File: src/hdl/wfc_pkg.sv
// Shared constants and types of the word frequency counter.
package wfc_pkg;

  localparam int CHAR_W  = 8;
  localparam int LEN_W   = 4;
  localparam int TEXT_W  = 64;
  localparam int COUNT_W = 12;

  localparam logic [CHAR_W-1:0]  SPACE_CODE = 8'd32;
  localparam logic [COUNT_W-1:0] COUNT_MAX  = '1;

  localparam int DEF_TABLE_ENTRIES = 8;
  localparam int DEF_WORD_CHARS    = 8;

  // Depth of the command queue between the front and the back.
  localparam int QUEUE_DEPTH = 2;

  // One closed word handed from the front to the back.
  typedef struct packed {
    logic [TEXT_W-1:0] word;
    logic [LEN_W-1:0]  length;
    logic              overlong;
    logic              emit;
  } cmd_t;

endpackage

File: src/hdl/wfc_if.sv
// Stream interfaces for characters in and table entries out.
interface wfc_char_if;
  logic                        valid;
  logic                        ready;
  logic [wfc_pkg::CHAR_W-1:0]  character;
  logic                        end_of_line;

  modport source (output valid, output character, output end_of_line, input ready);
  modport sink   (input valid, input character, input end_of_line, output ready);
endinterface

interface wfc_count_if;
  logic                         valid;
  logic                         ready;
  logic [wfc_pkg::TEXT_W-1:0]   word_text;
  logic [wfc_pkg::LEN_W-1:0]    word_length;
  logic [wfc_pkg::COUNT_W-1:0]  occurrences;
  logic                         was_truncated;
  logic                         words_dropped;
  logic                         last_entry;

  modport source (output valid, output word_text, output word_length, output occurrences,
                  output was_truncated, output words_dropped, output last_entry,
                  input ready);
  modport sink   (input valid, input word_text, input word_length, input occurrences,
                  input was_truncated, input words_dropped, input last_entry,
                  output ready);
endinterface

File: src/hdl/wfc_queue.sv
// Small command queue between the word builder and the table engine.
module wfc_queue (
  input  logic          clk,
  input  logic          rst,
  input  logic          push,
  input  wfc_pkg::cmd_t push_cmd,
  output logic          full,
  input  logic          pop,
  output wfc_pkg::cmd_t head,
  output logic          empty
);
  import wfc_pkg::*;

  localparam int PTR_W = (QUEUE_DEPTH > 1) ? $clog2(QUEUE_DEPTH) : 1;
  localparam int CNT_W = $clog2(QUEUE_DEPTH + 1);

  cmd_t             slots [QUEUE_DEPTH];
  logic [PTR_W-1:0] wr_ptr;
  logic [PTR_W-1:0] rd_ptr;
  logic [CNT_W-1:0] fill;

  assign full  = (fill == CNT_W'(QUEUE_DEPTH));
  assign empty = (fill == '0);
  assign head  = slots[rd_ptr];

  always_ff @(posedge clk) begin
    if (push && !full) begin
      slots[wr_ptr] <= push_cmd;
    end
  end

  always_ff @(posedge clk) begin
    if (rst) begin
      wr_ptr <= '0;
      rd_ptr <= '0;
      fill   <= '0;
    end else begin
      if (push && !full) begin
        wr_ptr <= (wr_ptr == PTR_W'(QUEUE_DEPTH - 1)) ? '0 : wr_ptr + 1'b1;
      end
      if (pop && !empty) begin
        rd_ptr <= (rd_ptr == PTR_W'(QUEUE_DEPTH - 1)) ? '0 : rd_ptr + 1'b1;
      end
      case ({push && !full, pop && !empty})
        2'b10:   fill <= fill + 1'b1;
        2'b01:   fill <= fill - 1'b1;
        default: fill <= fill;
      endcase
    end
  end

endmodule

File: src/hdl/wfc_front.sv
// Front end: takes characters, builds the current word and queues closed words.
module wfc_front #(
  parameter int WORD_CHARS = wfc_pkg::DEF_WORD_CHARS
) (
  input  logic          clk,
  input  logic          rst,
  wfc_char_if.sink      chars,
  output logic          push,
  output wfc_pkg::cmd_t push_cmd,
  input  logic          full
);
  import wfc_pkg::*;

  localparam int WORD_W = CHAR_W * WORD_CHARS;

  logic [WORD_W-1:0] cur_word;
  logic [LEN_W-1:0]  cur_len;
  logic              cur_overlong;
  logic              pending;

  logic              accept;
  logic              is_space;
  logic [WORD_W-1:0] app_word;
  logic [LEN_W-1:0]  app_len;
  logic              app_overlong;

  assign chars.ready = !pending && !full;
  assign accept      = chars.valid && chars.ready;
  assign is_space    = (chars.character == SPACE_CODE);

  always_comb begin
    app_word     = cur_word;
    app_len      = cur_len;
    app_overlong = cur_overlong;
    if (cur_len < LEN_W'(WORD_CHARS)) begin
      app_word = cur_word | (WORD_W'(chars.character) << {cur_len, 3'b000});
      app_len  = cur_len + 1'b1;
    end else begin
      app_overlong = 1'b1;
    end
  end

  // A space with end of line closes the word now and then pushes an empty word with emit once the queue has room.
  always_comb begin
    push     = 1'b0;
    push_cmd = '0;
    if (pending) begin
      push          = !full;
      push_cmd.emit = 1'b1;
    end else if (accept) begin
      if (is_space) begin
        push              = 1'b1;
        push_cmd.word     = TEXT_W'(cur_word);
        push_cmd.length   = cur_len;
        push_cmd.overlong = cur_overlong;
      end else if (chars.end_of_line) begin
        push              = 1'b1;
        push_cmd.word     = TEXT_W'(app_word);
        push_cmd.length   = app_len;
        push_cmd.overlong = app_overlong;
        push_cmd.emit     = 1'b1;
      end
    end
  end

  always_ff @(posedge clk) begin
    if (rst) begin
      cur_word     <= '0;
      cur_len      <= '0;
      cur_overlong <= 1'b0;
      pending      <= 1'b0;
    end else begin
      if (pending && !full) begin
        pending <= 1'b0;
      end
      if (accept) begin
        if (is_space || chars.end_of_line) begin
          cur_word     <= '0;
          cur_len      <= '0;
          cur_overlong <= 1'b0;
          pending      <= is_space && chars.end_of_line;
        end else begin
          cur_word     <= app_word;
          cur_len      <= app_len;
          cur_overlong <= app_overlong;
        end
      end
    end
  end

endmodule

File: src/hdl/wfc_back.sv
// Back end: looks words up in the table, counts them and emits the table at end of line.
module wfc_back #(
  parameter int TABLE_ENTRIES = wfc_pkg::DEF_TABLE_ENTRIES,
  parameter int WORD_CHARS    = wfc_pkg::DEF_WORD_CHARS
) (
  input  logic          clk,
  input  logic          rst,
  input  wfc_pkg::cmd_t head,
  input  logic          empty,
  output logic          pop,
  wfc_count_if.source   counts
);
  import wfc_pkg::*;

  localparam int WORD_W = CHAR_W * WORD_CHARS;
  localparam int IDX_W  = (TABLE_ENTRIES > 1) ? $clog2(TABLE_ENTRIES) : 1;
  localparam int CNT_W  = $clog2(TABLE_ENTRIES + 1);

  localparam logic [2:0] S_IDLE      = 3'd0;
  localparam logic [2:0] S_SCAN      = 3'd1;
  localparam logic [2:0] S_CMP       = 3'd2;
  localparam logic [2:0] S_EMIT_WAIT = 3'd3;
  localparam logic [2:0] S_EMIT      = 3'd4;

  // Table memory, one registered read port at idx and one write port.
  logic [WORD_W-1:0]  mem_word  [TABLE_ENTRIES];
  logic [LEN_W-1:0]   mem_len   [TABLE_ENTRIES];
  logic [COUNT_W-1:0] mem_cnt   [TABLE_ENTRIES];
  logic               mem_trunc [TABLE_ENTRIES];

  logic [WORD_W-1:0]  rd_word;
  logic [LEN_W-1:0]   rd_len;
  logic [COUNT_W-1:0] rd_cnt;
  logic               rd_trunc;

  logic               wr_en;
  logic [IDX_W-1:0]   wr_addr;
  logic [WORD_W-1:0]  wr_word;
  logic [LEN_W-1:0]   wr_len;
  logic [COUNT_W-1:0] wr_cnt;
  logic               wr_trunc;

  logic [2:0]         state;
  logic [2:0]         state_next;
  logic [IDX_W-1:0]   idx;
  logic [IDX_W-1:0]   idx_next;
  logic [CNT_W-1:0]   used;
  logic [CNT_W-1:0]   used_next;
  logic               drop;
  logic               drop_next;
  cmd_t               cmd;

  logic               out_valid;
  logic [TEXT_W-1:0]  out_word;
  logic [LEN_W-1:0]   out_len;
  logic [COUNT_W-1:0] out_cnt;
  logic               out_trunc;
  logic               out_drop;
  logic               out_last;
  logic               out_load;

  logic               match;
  logic               idx_last;
  logic               room;
  logic               out_free;

  assign match    = (rd_word == cmd.word[WORD_W-1:0]) && (rd_len == cmd.length);
  assign idx_last = (CNT_W'(idx) + 1'b1 == used);
  assign room     = (used < CNT_W'(TABLE_ENTRIES));
  assign out_free = !out_valid || counts.ready;

  always_ff @(posedge clk) begin
    if (wr_en) begin
      mem_word[wr_addr]  <= wr_word;
      mem_len[wr_addr]   <= wr_len;
      mem_cnt[wr_addr]   <= wr_cnt;
      mem_trunc[wr_addr] <= wr_trunc;
    end
    rd_word  <= mem_word[idx];
    rd_len   <= mem_len[idx];
    rd_cnt   <= mem_cnt[idx];
    rd_trunc <= mem_trunc[idx];
  end

  always_comb begin
    state_next = state;
    idx_next   = idx;
    used_next  = used;
    drop_next  = drop;
    pop        = 1'b0;
    out_load   = 1'b0;
    wr_en      = 1'b0;
    wr_addr    = idx;
    wr_word    = cmd.word[WORD_W-1:0];
    wr_len     = cmd.length;
    wr_cnt     = COUNT_W'(1);
    wr_trunc   = cmd.overlong;
    case (state)
      S_IDLE: begin
        if (!empty) begin
          pop      = 1'b1;
          idx_next = '0;
          if (used == '0) begin
            // Empty table: the word goes straight into the first entry.
            wr_en      = 1'b1;
            wr_addr    = '0;
            wr_word    = head.word[WORD_W-1:0];
            wr_len     = head.length;
            wr_trunc   = head.overlong;
            used_next  = CNT_W'(1);
            state_next = head.emit ? S_EMIT_WAIT : S_IDLE;
          end else begin
            state_next = S_SCAN;
          end
        end
      end
      S_SCAN: begin
        state_next = S_CMP;
      end
      S_CMP: begin
        if (match || idx_last) begin
          if (match) begin
            wr_en    = 1'b1;
            wr_cnt   = (rd_cnt == COUNT_MAX) ? rd_cnt : rd_cnt + 1'b1;
            wr_trunc = rd_trunc | cmd.overlong;
          end else if (room) begin
            wr_en     = 1'b1;
            wr_addr   = IDX_W'(used);
            used_next = used + 1'b1;
          end else begin
            drop_next = 1'b1;
          end
          idx_next   = '0;
          state_next = cmd.emit ? S_EMIT_WAIT : S_IDLE;
        end else begin
          idx_next   = idx + 1'b1;
          state_next = S_SCAN;
        end
      end
      S_EMIT_WAIT: begin
        state_next = S_EMIT;
      end
      S_EMIT: begin
        if (out_free) begin
          out_load = 1'b1;
          if (idx_last) begin
            used_next  = '0;
            drop_next  = 1'b0;
            idx_next   = '0;
            state_next = S_IDLE;
          end else begin
            idx_next   = idx + 1'b1;
            state_next = S_EMIT_WAIT;
          end
        end
      end
      default: begin
        state_next = S_IDLE;
      end
    endcase
  end

  always_ff @(posedge clk) begin
    if (pop) begin
      cmd <= head;
    end
    if (out_load) begin
      out_word  <= TEXT_W'(rd_word);
      out_len   <= rd_len;
      out_cnt   <= rd_cnt;
      out_trunc <= rd_trunc;
      out_drop  <= drop;
      out_last  <= idx_last;
    end
  end

  always_ff @(posedge clk) begin
    if (rst) begin
      state     <= S_IDLE;
      idx       <= '0;
      used      <= '0;
      drop      <= 1'b0;
      out_valid <= 1'b0;
    end else begin
      state <= state_next;
      idx   <= idx_next;
      used  <= used_next;
      drop  <= drop_next;
      if (out_load) begin
        out_valid <= 1'b1;
      end else if (counts.ready) begin
        out_valid <= 1'b0;
      end
    end
  end

  assign counts.valid         = out_valid;
  assign counts.word_text     = out_word;
  assign counts.word_length   = out_len;
  assign counts.occurrences   = out_cnt;
  assign counts.was_truncated = out_trunc;
  assign counts.words_dropped = out_drop;
  assign counts.last_entry    = out_last;

endmodule

File: src/hdl/word_frequency_counter.sv
// Word frequency counter: counts the distinct words of a text line and emits the table.
// Characters enter the word builder one per cycle while the queue has room and no empty
// word is pending; each closed word goes to a two-deep queue, and a space with end of
// line also queues an empty word. The table engine holds the words in a memory with one
// registered read port and compares stored entries one at a time, through a scan and a
// compare state; the queue lets characters keep arriving meanwhile. At end of line the
// engine emits every entry in insertion order through a read-wait and an emit state,
// holding while the consumer stalls, and then starts the next line with an empty table.
// Words longer than WORD_CHARS are cut and marked, and a new word that finds all
// TABLE_ENTRIES entries in use is dropped and flagged on every entry of the line.
module word_frequency_counter #(
  parameter int TABLE_ENTRIES = wfc_pkg::DEF_TABLE_ENTRIES,
  parameter int WORD_CHARS    = wfc_pkg::DEF_WORD_CHARS
) (
  input  logic        clk,
  input  logic        rst,
  wfc_char_if.sink    chars,
  wfc_count_if.source counts
);
  import wfc_pkg::*;

  logic push;
  cmd_t push_cmd;
  logic full;
  logic pop;
  cmd_t head;
  logic empty;

  wfc_front #(
    .WORD_CHARS (WORD_CHARS)
  ) u_front (
    .clk      (clk),
    .rst      (rst),
    .chars    (chars),
    .push     (push),
    .push_cmd (push_cmd),
    .full     (full)
  );

  wfc_queue u_queue (
    .clk      (clk),
    .rst      (rst),
    .push     (push),
    .push_cmd (push_cmd),
    .full     (full),
    .pop      (pop),
    .head     (head),
    .empty    (empty)
  );

  wfc_back #(
    .TABLE_ENTRIES (TABLE_ENTRIES),
    .WORD_CHARS    (WORD_CHARS)
  ) u_back (
    .clk    (clk),
    .rst    (rst),
    .head   (head),
    .empty  (empty),
    .pop    (pop),
    .counts (counts)
  );

endmodule
File: src/flat_wrapper.sv
// flat-port wrapper written by rule: the top's interface ports become plain ports
module word_frequency_counter_flat import wfc_pkg::*;
#(
  parameter int TABLE_ENTRIES = wfc_pkg::DEF_TABLE_ENTRIES,
  parameter int WORD_CHARS    = wfc_pkg::DEF_WORD_CHARS
)
  (clk, rst, chars_valid, chars_character, chars_end_of_line, chars_ready, counts_valid, counts_word_text, counts_word_length, counts_occurrences, counts_was_truncated, counts_words_dropped, counts_last_entry, counts_ready);
  wfc_char_if chars_i ();
  wfc_count_if counts_i ();
  input  logic clk;
  input  logic rst;
  input wire logic [$bits(chars_i.valid)-1:0] chars_valid;
  input wire logic [$bits(chars_i.character)-1:0] chars_character;
  input wire logic [$bits(chars_i.end_of_line)-1:0] chars_end_of_line;
  output wire logic [$bits(chars_i.ready)-1:0] chars_ready;
  output wire logic [$bits(counts_i.valid)-1:0] counts_valid;
  output wire logic [$bits(counts_i.word_text)-1:0] counts_word_text;
  output wire logic [$bits(counts_i.word_length)-1:0] counts_word_length;
  output wire logic [$bits(counts_i.occurrences)-1:0] counts_occurrences;
  output wire logic [$bits(counts_i.was_truncated)-1:0] counts_was_truncated;
  output wire logic [$bits(counts_i.words_dropped)-1:0] counts_words_dropped;
  output wire logic [$bits(counts_i.last_entry)-1:0] counts_last_entry;
  input wire logic [$bits(counts_i.ready)-1:0] counts_ready;
  assign chars_i.valid = chars_valid;
  assign chars_i.character = chars_character;
  assign chars_i.end_of_line = chars_end_of_line;
  assign chars_ready = chars_i.ready;
  assign counts_valid = counts_i.valid;
  assign counts_word_text = counts_i.word_text;
  assign counts_word_length = counts_i.word_length;
  assign counts_occurrences = counts_i.occurrences;
  assign counts_was_truncated = counts_i.was_truncated;
  assign counts_words_dropped = counts_i.words_dropped;
  assign counts_last_entry = counts_i.last_entry;
  assign counts_i.ready = counts_ready;
  word_frequency_counter #(.TABLE_ENTRIES(TABLE_ENTRIES), .WORD_CHARS(WORD_CHARS)) u_core (.clk(clk), .rst(rst), .chars(chars_i), .counts(counts_i));
endmodule
File: config.mk
export PLATFORM = sky130hd
export DESIGN_NAME = word_frequency_counter_flat
export DESIGN_NICKNAME = d
export VERILOG_FILES = /design/src/hdl/wfc_pkg.sv /design/src/hdl/wfc_if.sv /design/src/hdl/wfc_queue.sv /design/src/hdl/wfc_front.sv /design/src/hdl/wfc_back.sv /design/src/hdl/word_frequency_counter.sv /design/src/flat_wrapper.sv
export SDC_FILE = /design/constraint.sdc
export NUM_CORES = 1
export LEC_CHECK = 0
export BUFFER_PORTS_ARGS = -buffer_cell sky130_fd_sc_hd__buf_2
export CORE_MARGIN = 2
export CORE_UTILIZATION = 45
export DETAILED_ROUTE_END_ITERATION = 12
export SETUP_SLACK_MARGIN = 0.2
export SYNTH_ARGS = -nofsm -noshare
export SYNTH_HDL_FRONTEND = slang
export SYNTH_HIERARCHICAL = 1
export SYNTH_SLANG_ARGS = --single-unit
export TNS_END_PERCENT = 10
File: constraint.sdc
create_clock -name clk -period 16.7 [get_ports clk]
set_input_delay 2.505 -clock clk [delete_from_list [all_inputs] [get_ports clk]]
set_output_delay 2.505 -clock clk [all_outputs]
set_load 0.02 [all_outputs]
---- Word-level counts from Yosys, hierarchy flattened ----
Memory sizes are Yosys's and may differ from the RTL's. A register that Yosys moved wholly into a read port is not among the register bits.
Index checks and enable logic that the tools add are counted.
word-level totals
  register bits after elaboration ......... 239
  bits in writable memories ............... 788
  input port bits ......................... 13
  output and inout bits ................... 85
  word-level logic and storage cells ...... 174
  memories kept ........................... 5
operators by class
  add/subtract/negate cells ............... 9
  magnitude comparators ................... 2
  equal/unequal tests ..................... 20
  shift operators ......................... 1
  multiplexer cells ....................... 88
  bitwise gates (word level) .............. 2
  reductions and logical operators ........ 25
memory list
  memory                   words  bits a word  rd ports  clocked after Yosys merged registers in  wr ports  line             text
  u_core.u_back.mem_word   8      64           1         1                                        1         wfc_back.sv:26   logic [WORD_W-1:0] mem_word [TABLE_ENTRIES];
  u_core.u_queue.slots     2      70           1         1                                        1         wfc_queue.sv:17  cmd_t slots [QUEUE_DEPTH];
  u_core.u_back.mem_cnt    8      12           1         1                                        1         wfc_back.sv:28   logic [COUNT_W-1:0] mem_cnt [TABLE_ENTRIES];
  u_core.u_back.mem_len    8      4            1         1                                        1         wfc_back.sv:27   logic [LEN_W-1:0] mem_len [TABLE_ENTRIES];
  u_core.u_back.mem_trunc  8      1            1         1                                        1         wfc_back.sv:29   logic mem_trunc [TABLE_ENTRIES];
operators by type and width
  cell                   count
  $mux 64                5
  $mux 70                2
  $mux 69                2
  $eq 64x64->1           1
  $or 64x64->64          1
  $shl 8x7->64           1
  $mux 12                4
  $mux 4                 12
  $mux 1                 39
  $mux 3                 11
  $ne 2x2->1 const B     8
  $pmux 3 s5             1
  $add 12x1->12 const B  1
  $eq 12x12->1 const B   1
  $pmux 4 s3             1
  $mux 2                 5
  $pmux 3 s3             1
  $add 4x1->4 const B    2
  $eq 4x4->1             2
  $eq 8x6->1 const B     1
  $lt 4x4->1 const B     2
  $reduce_and 8->1       1
  $logic_and 1x1->1      7
  $eq 3x2->1 const B     2
  23 further kinds       34

---- Longest topological paths before layout ----
  depth in word-level cells ............... 9
  depth in mapped cells ................... 12
  mapped depth without buffers ............ 9

---- Modules after synthesis ----
Netlist, hierarchy kept.
by module, submodules not included
  module     times used  cells each  area an instance (um2)  seq. area each (um2)
  wfc_back   1           1688        33394.5                 25914.9
  wfc_queue  1           244         5255.0                  4304.1
  wfc_front  1           469         4096.4                  1401.3

---- Worst setup path after synthesis ----
OpenSTA, ideal clock, no wires.
  kind .................................... reg-to-reg
  start ................................... register u_core.u_back.state[2]
  end ..................................... register u_core.u_queue.fill[1]
  library setup time ...................... 0.070 ns
  data arrival time ....................... 8.727 ns
  required time ........................... 16.630 ns
  setup slack ............................. 7.903 ns
  cell stages (with the launch flop) ...... 8
  buffers on the path ..................... 2
  clock period less this slack ............ 8.797 ns
  cells stage by stage .................... dfxtp_1 -> clkbuf_1 -> clkbuf_1 -> nor4_1 -> o21a_1 -> ha_1 -> or3_1 -> a21oi_1
between the ends
  word-level cells in the longest chain between the ends .. 5
  elaborated cells on any way between the ends .. 7
  classes of those cells .................. eq/ne: 2; mux: 2; reduce/logical: 3
ends and longest elaborated chain
  item                                             line                          text
  start: declaration                               wfc_back.sv:43                logic [2:0] state;
  start signal: assignment                         wfc_back.sv:185               state <= state_next;
  $logic_not 3->1 (*)                              wfc_back.sv:98                case (state)
  $mux 1 (*)                                       wfc_back.sv:98
  named net u_core.pop                             word_frequency_counter.sv:25  logic pop;
  $logic_and 1x1->1 (*)                            wfc_queue.sv:44               case ({push && !full, pop && !empty})
  $eq 2x1->1 or $eq 2x2->1 (tied branches)         wfc_queue.sv:44
  $pmux 2 s2 or $reduce_bool 2->1 (tied branches)  n/a
  end signal: assignment                           wfc_queue.sv:45               2'b10: fill <= fill + 1'b1;
  end signal: assignment                           wfc_queue.sv:46               2'b01: fill <= fill - 1'b1;
  end signal: assignment                           wfc_queue.sv:47               default: fill <= fill;
  end: declaration                                 wfc_queue.sv:20               logic [CNT_W-1:0] fill;
Mark *: on every way through the listed nets, which the timed path passes. The rest lies on a longest branch.
A chain may end at the register's enable or synchronous reset.

---- Final worst setup path ----
  start ................................... register u_core/u_back/cmd[37] in the netlist's numbering
  end ..................................... memory u_core/u_back/mem_word[5][3] in the netlist's numbering (enable)
between the ends
  word-level cells in the longest chain between the ends .. 7
  elaborated cells on any way between the ends .. 11
  classes of those cells .................. eq/ne: 1; mux: 8; reduce/logical: 2
ends and longest elaborated chain
  item                                        line                              text
  start: declaration                          wfc_back.sv:51                    cmd_t cmd;
  start signal: assignment                    wfc_back.sv:165                   cmd <= head;
  $eq 64x64->1 (*)                            wfc_back.sv:67                    assign match = (rd_word == cmd.word[WORD_W-1:0]) && (rd_len == cmd.length);
  $logic_and 1x1->1 (*)                       wfc_back.sv:67
  $mux 1 or $logic_or 1x1->1 (tied branches)  wfc_back.sv:122, wfc_back.sv:121
  $mux 1                                      wfc_back.sv:121                   if (match || idx_last) begin
  $pmux 1 s2                                  wfc_back.sv:98
  $mux 1                                      wfc_back.sv:73                    if (wr_en) begin
  $mux 1 (not written as such)                wfc_back.sv:74                    mem_word[wr_addr] <= wr_word;
  end: declaration                            wfc_back.sv:26
Mark *: on every way between the ends. The rest lies on a longest branch, timed or not.

==> flow_metrics.py <==
metrics = {
    "routing": {
        "initialDrtViolationCount": 2387,
        "detail_route.vias_per_cell": 5.665,
        "wl_per_cell_um": 26.28,
        "wl_mm": 101.0,
        "drc": 0,
        "vias": 21770,
        "firstDrtPassIters": 5,
        "antenna_left": 0,
    },
    "power_and_ir_drop": {
        "switching_share": 0.2619,
        "comb_power_share": 0.134,
        "p_leak_nw": 15.40,
        "vdd_drop_max_v": 0.00009059,
        "pwr-share-seq": 0.509,
        "p_clk_frac": 0.357,
        "p_int_mw": 5.181,
        "p_switching_mw": 1.838,
        "p_per_area_nw_per_um2": 145.7,
    },
    "grt": {
        "grt_pass1_wl_mm": 149.7,
        "grt_pass1_vias": 21830,
        "antenna_found_initial": 5,
        "track_usage": 0.2076,
        "grt.overflow.total": 0,
        "grt_max_degree": 169,
    },
    "critical_path": {
        "r2r_slack_ns": 11.39,
        "endpoint": "u_core/u_back/mem_word[5][3]",
        "worstSetupStartpoint": "u_core/u_back/cmd[37]",
        "reg2reg_to": "u_core/u_back/mem_word[5][3]",
        "crit_required_ns": 17.00,
        "crit_path_end_kind": "flop",
        "crit_path_max_fanout": 41,
        "rr_worst_depth": 9,
        "r2r_start": "u_core/u_back/cmd[37]",
        "criticalPathCategory": "flop to flop",
        "critPathArrivalTime_ns": 5.61,
        "cp-start-kind": "flop",
    },
    "run_status": {
        "status": "completed",
    },
    "placement": {
        "port_buffers": 97,
        "preCtsSetupSlack_ns": 10.84,
        "dpl.hpwl_mm": 59.81,
        "place.gp.congestion": 0.7843,
    },
    "yosys": {
        "yosysMostFrequentCell": "edfxtp_1",
        "synth_top_area_frac": 0.6610,
        "synth_area_per_cell_um2": 17.80,
        "synth_area_leaders": "edfxtp_1 66%, mux4_2 8.5%, dfxtp_1 7.9%",
        "synth_simple_gate_area_frac": 0.05216,
        "syn_nets": 2420,
        "ys_top_cells_by_count": "941 x edfxtp_1, 230 x nand2_1, 168 x dfxtp_1",
        "synth_compound_area_frac": 0.04361,
        "synth-seq-cells": 1109,
        "ys.flop_type": "edfxtp_1",
        "synth_xor_area_frac": 0.01680,
        "synth_top_cell_by_area": "edfxtp_1",
        "yosysWarnings": 6,
        "yosys.area_share.adder": 0.001756,
        "synth_edf_count": 941,
        "muxShareOfSynthArea": 0.1261,
        "netlist_instances": 2401,
        "synth_cell_types": 71,
        "synth_top_family_by_area": "multiplexers",
        "synth_area_um2": 42750,
        "ys_seq_area_frac": 0.7397,
        "async_reset_ff_frac": 0,
    },
    "finish": {
        "fin_nets": 2500,
        "drive_gt1_frac": 0.2675,
        "layout-area-overhead-vs-synth_pct": 12.68,
        "utilization": 0.5092,
    },
    "sta": {
        "rsz0062_at_grt": "false",
        "finClkSkew_ns": 0.03204,
        "worst_slew_pin_slew_ns": 1.305,
        "timing.final.crit_share": 0.3181,
        "setup_violations": 0,
        "slew_headroom": 0.1303,
        "timing.final.ws_setup_ns": 11.39,
        "final-max-slew-violation-count": 0,
        "min_period_ns": 5.313,
        "timing.fmax_ghz": 0.1882,
        "setup_tns_ns": 0,
        "hold_violations": 0,
    },
    "clock_tree": {
        "hold_buffers": 0,
        "cts_buffers": 110,
        "clk_pin_slew_ns": 0.06,
        "clock_tree.htree_level_count": 3,
        "cts_tree": "built",
        "clk_latency_ns": 0.69,
        "cts_buffer_depth": 3,
        "cts_setup_buffers": 0,
        "cts-root-buf": "clkbuf_16",
        "cts_resized": 0,
        "clock-sinks": 1109,
    },
    "floorplanning": {
        "initial_core_util": 0.4519,
        "fp-row-count": 113,
        "die_w_um": 312.2,
        "chipHeight_um": 312.2,
        "pin_count": 98,
        "core-area_um2": 94590,
        "die_area_um2": 97470,
    },
    "flow_run": {
        "maxCapViolCount": 0,
    },
    "hold_path": {
        "hp-class": "flop to flop",
    },
}
## placed cells by master, fill, tap and decap left out, types with 20 or more instances in the layout
| cell type | netlist | routed |
|---|---|---|
| xnor2_1 | 65 | 65 |
| buf_2 | 46 | 97 |
| nand4_1 | 25 | 25 |
| edfxtp_1 | 941 | 941 |
| a31oi_1 | 60 | 60 |
| clkinv_2 | 0 | 29 |
| buf_4 | 8 | 31 |
| a21oi_1 | 75 | 75 |
| clkbuf_1 | 82 | 20 |
| nand3_1 | 21 | 21 |
| nand2_1 | 230 | 229 |
| nor3_2 | 23 | 24 |
| nor2_1 | 32 | 32 |
| mux2_2 | 152 | 152 |
| clkbuf_16 | 0 | 112 |
| mux4_2 | 162 | 162 |
| a211oi_1 | 72 | 64 |
| dfxtp_1 | 168 | 164 |
| nor3_1 | 41 | 40 |
## registers in the layout, summed over array words and instances, names as in the netlist, 2 cells and up, named ones only
name and cells:
u_core/u_back/mem_len 32, u_core/u_back/mem_trunc 8, u_core/u_back/mem_word 512, u_core/u_back/rd_word 64
u_core/u_back/used 4, u_core/u_back/state 3, u_core/u_front/cur_word 64, u_core/u_back/rd_len 4
u_core/u_queue/fill 2, u_core/u_back/counts.word_text 64, u_core/u_front/cur_len 4, u_core/u_back/counts.word_length 4
u_core/u_back/counts.occurrences 12, u_core/u_back/idx 3, u_core/u_back/mem_cnt 96, u_core/u_back/rd_cnt 12
u_core/u_back/cmd 70, u_core/u_queue/slots 140
## power by group through the flow
| stage | Combinational (mW) | Sequential [mW] | Clock [mW] |
|---|---|---|---|
| CTS | 0.948 | 3.57 | 2.55 |
| floorplan | 0.618 | 3.59 | 0 |
| finish | 0.944 | 3.57 | 2.51 |
| detailed placement | 0.942 | 3.63 | 0 |
| global route | 1.03 | 3.59 | 2.66 |
| global placement | 0.919 | 3.62 | 0 |
## logic make-up after synthesis
family / after synthesis
AOI/OAI and AO/OA: 272
DFF: 1109
buffers and inverters: 181
muxes: 317
xor gates and xnor gates: 82
adders and majority gates: 6
and+or+nand+nor: 434
## critical path, cell delays in order, from the launching register on
cell and delay (ns):
edfxtp_1 0.40, xnor2_1 0.24, nand4_1 0.20, nor4_1 0.81
nand3_1 0.45, or2_1 0.54, a22o_1 0.53, a211oi_4 0.25
buf_4 0.69, buf_4 0.71
## final cells by class
cell class	instances	area [um^2]
Antenna cell	2	5.005
Clock buffer	139	2974
Clock inverter	68	721.9
Fill cell	7633	46420
Inverter	19	71.32
Multi-Input combinational cell	1111	10420
Sequential cell	1109	31640
Tap cell	1265	1583
Timing Repair Buffer	130	758.2
## layer usage
metal / vias up / part of all wire / global-route usage
met5: - / 0.000089 / 0
met3: 103 / 0.061 / 0.03119
met4: 2 / 0.015 / 0.04600
met2: 674 / 0.47 / 0.3254
li1: 9622 / - / -
met1: 11370 / 0.45 / 0.3093
## metrics by stage
step / total power, mW / instance area [um^2] / hold slack [ns] / instances
floorplan: 4.211 / 42750 / 0.4081 / 2401
global placement: 4.539 / 44460 / 0.4310 / 3634
detailed placement: 4.571 / 44460 / 0.4368 / 3634
CTS: 7.071 / 48160 / 0.4520 / 3841
global route: 7.275 / 48160 / 0.4579 / 3841
finish: 7.019 / 48160 / 0.4521 / 3843
## how the worst min path moves through the flow
| stage | start | endpoint | slack [ns] | cells after the start |
|---|---|---|---|---|
| 6_report | u_core/u_back/drop | u_core/u_back/counts.words_dropped | 0.45 | 0 |
| 5_1_grt | u_core/u_back/rd_len[3] | u_core/u_back/counts.word_length[3] | 0.46 | 0 |
| 4_1_cts | u_core/u_back/rd_len[3] | u_core/u_back/counts.word_length[3] | 0.45 | 0 |
| 3_5_place_dp | u_core/u_back/rd_len[3] | u_core/u_back/counts.word_length[3] | 0.44 | 0 |
| 3_3_place_gp | u_core/u_back/rd_word[22] | u_core/u_back/counts.word_text[22] | 0.43 | 0 |
| 2_1_floorplan | u_core/u_back/rd_trunc | u_core/u_back/counts.was_truncated | 0.41 | 0 |
No activity file was read; power rests on OpenSTA's default activity.
